==> config.mk <==
export PLATFORM = sky130hd
export DESIGN_NAME = arqe_ctrl
export DESIGN_NICKNAME = d
export VERILOG_FILES = /design/src/arqe_pkg.sv /design/src/arqe_ctrl.sv
export SDC_FILE = /design/constraint.sdc
export NUM_CORES = 1
export LEC_CHECK = 0
export ABC_AREA = 1
export BUFFER_PORTS_ARGS = -buffer_cell sky130_fd_sc_hd__buf_2
export CAP_MARGIN = 20
export CORE_MARGIN = 8
export CORE_UTILIZATION = 46
export CTS_CLUSTER_DIAMETER = 30
export DETAILED_ROUTE_END_ITERATION = 8
export GPL_TIMING_DRIVEN = 1
export HOLD_SLACK_MARGIN = 0.03
export PLACE_DENSITY = 0.77
export SYNTH_ARGS = -nofsm -noshare
export SYNTH_HDL_FRONTEND = slang
export SYNTH_SLANG_ARGS = --single-unit
==> constraint.sdc <==
create_clock -name clk -period 1.6 [get_ports clk]
set_clock_uncertainty 0.15 [all_clocks]
set_input_delay 0.16 -clock clk [delete_from_list [all_inputs] [get_ports clk]]
set_output_delay 0.16 -clock clk [all_outputs]
set_load 0.01 [all_outputs]
==> src/arqe_pkg.sv <==
// ---------------------------------------------------------------------------
// arqe_pkg: shared types and helpers for the active rectangle query engine
// Command codes, register indexes, controller states and the control and
// status words between controller and datapath.
// ---------------------------------------------------------------------------
`timescale 1ns / 1ps

package arqe_pkg;

  localparam int MAX_RECTS_DEF = 32;

  // command codes
  typedef enum logic [2:0] {
    CMD_CLEAR = 3'd0,
    CMD_ADD   = 3'd1,
    CMD_SPAN  = 3'd2,
    CMD_BOX   = 3'd3,
    CMD_BAND  = 3'd4
  } cmd_t;

  // configuration register indexes
  typedef enum logic [2:0] {
    REG_GATE_WIDTH   = 3'd0,
    REG_GATE_EXT     = 3'd1,
    REG_FIN_STEP     = 3'd2,
    REG_Y_OFFSET     = 3'd3,
    REG_COL_ORIGIN   = 3'd4,
    REG_COL_UNIT     = 3'd5,
    REG_CELL_HT      = 3'd6
  } cfg_reg_t;

  // per-entry operation of a table scan
  typedef enum logic [2:0] {
    OP_SPAN,
    OP_EDGE,
    OP_SLAB,
    OP_FIND,
    OP_GROW
  } op_t;

  typedef enum logic [3:0] {
    S_IDLE,
    S_DECODE,
    S_ADD_MUL,
    S_ADD_P,
    S_ADD_N,
    S_SPAN,
    S_BOX_EDGE,
    S_BOX_SLAB,
    S_BAND_FIND,
    S_BAND_GROW,
    S_EMIT
  } state_t;

  // one stored rectangle, x doubled
  typedef struct packed {
    logic [19:0] l2;
    logic [19:0] bot;
    logic [19:0] r2;
    logic [19:0] top;
  } rect_t;

  // controller -> datapath
  typedef struct packed {
    logic load;
    logic clr_table;
    logic add_mul;
    logic push_p;
    logic push_n;
    logic scan_go;
    op_t  op;
    logic edge_init;
    logic advance;
    logic slab_init;
    logic set_cover;
    logic emit;
  } ctrl_t;

  // datapath -> controller
  typedef struct packed {
    logic [2:0] cmd;
    logic       pass_done;
    logic       has;
    logic       grew;
    logic       found;
    logic       box_empty;
    logic       reach_ok;
  } stat_t;

  function automatic logic signed [19:0] sat20(input logic signed [27:0] v);
    logic signed [19:0] r;
    if (v < -28'sd524288) r = -20'sd524288;
    else if (v > 28'sd524287) r = 20'sd524287;
    else r = v[19:0];
    return r;
  endfunction

  function automatic logic signed [16:0] clamp17(input logic signed [19:0] v);
    logic signed [16:0] r;
    if (v < -20'sd65536) r = -17'sd65536;
    else if (v > 20'sd65535) r = 17'sd65535;
    else r = v[16:0];
    return r;
  endfunction

endpackage

==> src/arqe_ctrl.sv <==
// ---------------------------------------------------------------------------
// arqe_ctrl: command sequencer
// Walks each command through its table scans and issues datapath commands.
// ---------------------------------------------------------------------------
`timescale 1ns / 1ps

module arqe_ctrl (
  input  logic            clk,
  input  logic            rst,
  input  logic            start,
  output logic            busy,
  input  arqe_pkg::stat_t stat,
  output arqe_pkg::ctrl_t ctrl
);

  arqe_pkg::state_t state, state_next;

  // state register
  always_ff @(posedge clk) begin
    if (rst) begin
      state <= arqe_pkg::S_IDLE;
    end else begin
      state <= state_next;
    end
  end

  assign busy = (state != arqe_pkg::S_IDLE);

  // next state and commands
  always_comb begin
    state_next = state;
    ctrl = '0;
    ctrl.op = arqe_pkg::OP_SPAN;
    unique case (state)
      arqe_pkg::S_IDLE: begin
        if (start) begin
          ctrl.load = 1'b1;
          state_next = arqe_pkg::S_DECODE;
        end
      end
      arqe_pkg::S_DECODE: begin
        unique case (stat.cmd)
          arqe_pkg::CMD_CLEAR: begin
            ctrl.clr_table = 1'b1;
            state_next = arqe_pkg::S_EMIT;
          end
          arqe_pkg::CMD_ADD: begin
            state_next = arqe_pkg::S_ADD_MUL;
          end
          arqe_pkg::CMD_SPAN: begin
            ctrl.scan_go = 1'b1;
            ctrl.op = arqe_pkg::OP_SPAN;
            state_next = arqe_pkg::S_SPAN;
          end
          arqe_pkg::CMD_BOX: begin
            if (stat.box_empty) begin
              ctrl.set_cover = 1'b1;
              state_next = arqe_pkg::S_EMIT;
            end else begin
              ctrl.edge_init = 1'b1;
              ctrl.scan_go = 1'b1;
              ctrl.op = arqe_pkg::OP_EDGE;
              state_next = arqe_pkg::S_BOX_EDGE;
            end
          end
          arqe_pkg::CMD_BAND: begin
            ctrl.scan_go = 1'b1;
            ctrl.op = arqe_pkg::OP_FIND;
            state_next = arqe_pkg::S_BAND_FIND;
          end
          default: begin
            state_next = arqe_pkg::S_EMIT;
          end
        endcase
      end
      arqe_pkg::S_ADD_MUL: begin
        ctrl.add_mul = 1'b1;
        state_next = arqe_pkg::S_ADD_P;
      end
      arqe_pkg::S_ADD_P: begin
        ctrl.push_p = 1'b1;
        state_next = arqe_pkg::S_ADD_N;
      end
      arqe_pkg::S_ADD_N: begin
        ctrl.push_n = 1'b1;
        state_next = arqe_pkg::S_EMIT;
      end
      arqe_pkg::S_SPAN: begin
        ctrl.op = arqe_pkg::OP_SPAN;
        if (stat.pass_done) state_next = arqe_pkg::S_EMIT;
      end
      arqe_pkg::S_BOX_EDGE: begin
        ctrl.op = arqe_pkg::OP_EDGE;
        if (stat.pass_done) begin
          if (!stat.has) begin
            // no slab left: every slab was covered
            ctrl.set_cover = 1'b1;
            state_next = arqe_pkg::S_EMIT;
          end else begin
            ctrl.slab_init = 1'b1;
            ctrl.scan_go = 1'b1;
            ctrl.op = arqe_pkg::OP_SLAB;
            state_next = arqe_pkg::S_BOX_SLAB;
          end
        end
      end
      arqe_pkg::S_BOX_SLAB: begin
        ctrl.op = arqe_pkg::OP_SLAB;
        if (stat.pass_done) begin
          if (stat.grew) begin
            ctrl.scan_go = 1'b1;
          end else if (stat.reach_ok) begin
            ctrl.advance = 1'b1;
            ctrl.edge_init = 1'b1;
            ctrl.scan_go = 1'b1;
            ctrl.op = arqe_pkg::OP_EDGE;
            state_next = arqe_pkg::S_BOX_EDGE;
          end else begin
            state_next = arqe_pkg::S_EMIT;
          end
        end
      end
      arqe_pkg::S_BAND_FIND: begin
        ctrl.op = arqe_pkg::OP_FIND;
        if (stat.pass_done) begin
          if (stat.found) begin
            ctrl.scan_go = 1'b1;
            ctrl.op = arqe_pkg::OP_GROW;
            state_next = arqe_pkg::S_BAND_GROW;
          end else begin
            state_next = arqe_pkg::S_EMIT;
          end
        end
      end
      arqe_pkg::S_BAND_GROW: begin
        ctrl.op = arqe_pkg::OP_GROW;
        if (stat.pass_done) begin
          if (stat.grew) ctrl.scan_go = 1'b1;
          else state_next = arqe_pkg::S_EMIT;
        end
      end
      arqe_pkg::S_EMIT: begin
        ctrl.emit = 1'b1;
        state_next = arqe_pkg::S_IDLE;
      end
      default: begin
        state_next = arqe_pkg::S_IDLE;
      end
    endcase
  end

endmodule

Yosys cells after proc, flatten, opt, wreduce, memory -nomap -nowiden
Cells that the tools add are included.

Word-level logic and storage cells: 73. Flip-flop bits (word level): 4. Input bits: 12. Output and inout bits: 15.

Mux-type cells: 46. Reduce and logical (&&, ||, !) cells: 4. Eq/ne operators: 22.

Operators with widths (number): 2-to-1 mux 4 bit (15); one-hot mux 4 bit (10 select lines) (1); 2-to-1 mux 1 bit (18); == test 4 x 3 -> 1 bit (second input constant) (4); != test 2 bit (second input constant) (8); one-hot mux 4 bit (4 select lines) (1); one-hot mux 3 bit (5 select lines) (1); == test 4 bit (second input constant) (3); 2-to-1 mux 6 bit (2); one-hot mux 4 bit (3 select lines) (1); 2-to-1 mux 5 bit (2); == test 4 x 2 -> 1 bit (second input constant) (2); AND reduction 8 bit (1); == test 3 x 2 -> 1 bit (second input constant) (2); one-hot mux 1 bit (5 select lines) (1); == test 4 x 1 -> 1 bit (second input constant) (1); logical NOT 4 bit (1); 2-to-1 mux 2 bit (2); one-hot mux 1 bit (2 select lines) (2); nonzero test 4 bit (1); == test 3 x 1 -> 1 bit (second input constant) (1); == test 3 bit (second input constant) (1); logical NOT 3 bit (1).

Longest topological paths before layout
Depth in word-level cells: 4. Mapped depth: 10. Depth with buffers taken out: 10.

Least setup slack after synthesis
No wires, ideal clock.

Path type: register to output. Start point: reg state[2]. End point: out ctrl[5] (netlist name). Required time: 1290 ps. Path slack: 96 ps. Arrival: 1194 ps. Path buffers: 0. Stages on the path, launching flop included: 11. Cells stage by stage: dfxtp_1 -> inv_2 -> nor2_4 -> nand2_1 -> inv_2 -> nand2_1 -> nor2_2 -> inv_2 -> nand2_1 -> nor2_1 -> o211ai_1.

RTL lines: from (decl) (RTL line arqe_ctrl.sv:16) `arqe_pkg::state_t state, state_next;`; from (signal assigned) (RTL line arqe_ctrl.sv:21) `state <= arqe_pkg::S_IDLE;`; from (signal assigned) (RTL line arqe_ctrl.sv:23) `state <= state_next;`; to (decl) (RTL line arqe_ctrl.sv:13) `output arqe_pkg::ctrl_t ctrl`.

==> results.sh <==
export IMPL_n_fill_cell=74
export IMPL_fp_dieW_um=53.5
export IMPL_synthSimpleGateAreaFrac=0.660
export IMPL_ir_drop_v=0.000742
export IMPL_syn2layout_area_growth_pct=77.6
export IMPL_diodes=0
export IMPL_setup_ws_ps=-214
export IMPL_tritoncts="built"
export IMPL_finalWirelength_um=2920
export IMPL_fin_crit_ps=1810
export IMPL_crit_arrival_ps=1500
export IMPL_async_reset_ff_frac=0
export IMPL_synth_ff_type="dfxtp_1"
export IMPL_cts_sinks=4
export IMPL_layout_drive_gt1_share=0.577
export IMPL_ys_ff_latch=4
export IMPL_drv_slew=0
export IMPL_synth_cell_types=20
export IMPL_synth_compound_area_frac=0.0948
export IMPL_period_share=1.13
export IMPL_busiest_layer="met2"
export IMPL_htreeDepth=1
export IMPL_worstSetupPathType="flop to primary output"
export IMPL_cp_end_kind="primary output"
export IMPL_layout_nets=189
export IMPL_wl_per_cell_um=15.4
export IMPL_outcome="finished with violations"
export IMPL_rows=13
export IMPL_die_area_um2=2860
export IMPL_cts_buffers=3
export IMPL_setup_viol=8
export IMPL_placed_cells=177
export IMPL_clock_latency_ps=250
export IMPL_via_per_inst=5.46
export IMPL_synth_nets=141
export IMPL_num_vias=1038
export IMPL_dpl_hpwl_um=1770
export IMPL_p_per_area_nw_per_um2=1530
export IMPL_grt_max_degree=7
export IMPL_avgSynthCellArea_um2=5.01
export IMPL_postSynthCellCount=129
export IMPL_stdcell_count=190
export IMPL_initial_core_util=0.497
export IMPL_antenna_found_initial=0
export IMPL_io_buffers=26
export IMPL_synth_top_cell_area_share=0.284
export IMPL_fmax_ghz=0.551
export IMPL_drtIter0Drc=62
export IMPL_num_io_pins=27
export IMPL_core_area_um2=1300
export IMPL_synth_fa_ha_area_frac=0
export IMPL_remaining_drc_errors=0
export IMPL_grtUsageMet1=0.199
export IMPL_largest_register_ffs=4
export IMPL_synth_top_family_by_area="simple AND/OR/NAND/NOR gates"
export IMPL_yosysMostFrequentCell="nand2_1"
export IMPL_routabilityCongestion=0.910
export IMPL_yosys_top_cells_count="nand2_1 (49), nor2_1 (16), inv_1 (10), nand3_1 (10), inv_2 (9)"
export IMPL_rsz0062_at_grt="true"
export IMPL_synth_edf_count=0
export IMPL_clockBufferDepth=2
export IMPL_cap_violations=0
export IMPL_tightest_slew_ps=248
export IMPL_largest_register="state"
export IMPL_reg_largest_list="state x4"
export IMPL_synth_area_mux_share=0
export IMPL_fin_util=0.883
export IMPL_ant_nets=0
export IMPL_yosysTopAreaCell="nand2_1"
export IMPL_power_mw=1.76
export IMPL_worstPathRequired_ps=1290
export IMPL_failed_checks="setup timing"
export IMPL_slew_headroom=0.833
export IMPL_yosys_warnings=0
export IMPL_crit_fanout=5
export IMPL_die_height_um=53.5
export IMPL_ys_seq_area_frac=0.124
export IMPL_gr_usage_met3=0.0308
export IMPL_cp_start_kind="flop"
export IMPL_gr_total_overflow=0
export IMPL_gr_usage_all_layers=0.181
export IMPL_leakage_nw=0.673
export IMPL_synth_xor_area_frac=0
export IMPL_dr_pass1_iters=4
export IMPL_met2_usage=0.338
export IMPL_grt_pass1_wl_um=4040
export IMPL_grt_pass1_vias=937
export IMPL_synthesis_area_um2=647
export IMPL_hold_viol=0
export IMPL_hold_class="input port to flop"
export IMPL_clk_pin_slew_ps=50
export IMPL_cts_root_buf="clkbuf_4"
export IMPL_synthTopCellsByArea="nand2_1 (28%), dfxtp_1 (12%), nor2_1 (9.3%)"
==> cells in the final DEF, fill, tap and decap left out, types with 7 or more instances in the layout <==
cell type / n
buf_4: 13
nand3_1: 8
nand2_2: 12
nand2_4: 7
inv_2: 7
inv_1: 10
buf_2: 24
nor2_4: 7
nand2_1: 35
nor2_1: 9
==> path summary, 6_finish.rpt <==
| kind | startpoint | end | slack [ps] | cells after the start |
|---|---|---|---|---|
| max | state[0]$_SDFFE_PP0P_ | ctrl[5] | -210 | 11 |
| min | stat[1] | state[3]$_SDFFE_PP0P_ | 250 | 5 |
| max reg2reg | state[1]$_SDFFE_PP0P_ | state[3]$_SDFFE_PP0P_ | 0 | 10 |
| min reg2reg | state[1]$_SDFFE_PP0P_ | state[1]$_SDFFE_PP0P_ | 420 | 2 |
==> final cells by class <==
type | instances | area [um^2] | share of cell area
clock buffers | 3 | 22.5 | 0.0196
multi-input cells | 104 | 644 | 0.561
well taps | 15 | 18.8 | 0.0163
flip-flops and latches | 4 | 92.6 | 0.0806
repair buffers | 43 | 284 | 0.247
inverters | 21 | 86.3 | 0.0752
==> routing by layer <==
| layer | routed length (um) | part of all wire |
|---|---|---|
| met5 | 0 | 0 |
| met3 | 201 | 0.069 |
| met4 | 53 | 0.018 |
| met2 | 1450 | 0.50 |
| met1 | 1210 | 0.42 |
==> worst max-delay path, stage by stage (launching register included) <==
cell and delay, ps:
dfxtp_4 410, nand2_4 60, inv_2 70, nand2_2 70, inv_2 90, nand2_4 60, nor2_4 100, inv_2 60
nand2_2 50, nor2_2 40, o211ai_1 80, buf_2 170
==> logic make-up after synthesis <==
| kind of cell | count (synthesis) |
|---|---|
| compound gates | 11 |
| flops | 4 |
| simple gates | 93 |
| buf+inv | 21 |
==> what timing repair did <==
item	in CTS	in global routing
setup endpoints to repair	9	10
hold buffers	1	0
resized for setup	13	46
endpoints found under the hold margin	4	0
pin swaps	4	14
buffers inserted	4	5
==> power breakdown <==
part | switching [mW] | internal (mW)
combinational | 0.822 | 0.537
sequential | 0.104 | 0.159
clock | 0.0543 | 0.0848
==> stage by stage <==
stage                     worst slack [ps]  hold WS, ps  setup TNS [ps]  cell area, um^2
after floorplan                       95.8         79.1               0              647
after global placement               -41.3          216           -41.3              848
after detailed placement             -58.5          214           -58.5              848
after CTS                             -135          235            -410              943
after global routing                  -330          294           -1570             1150
final                                 -214          252            -748             1150
(Power assumes the default switching activity.)
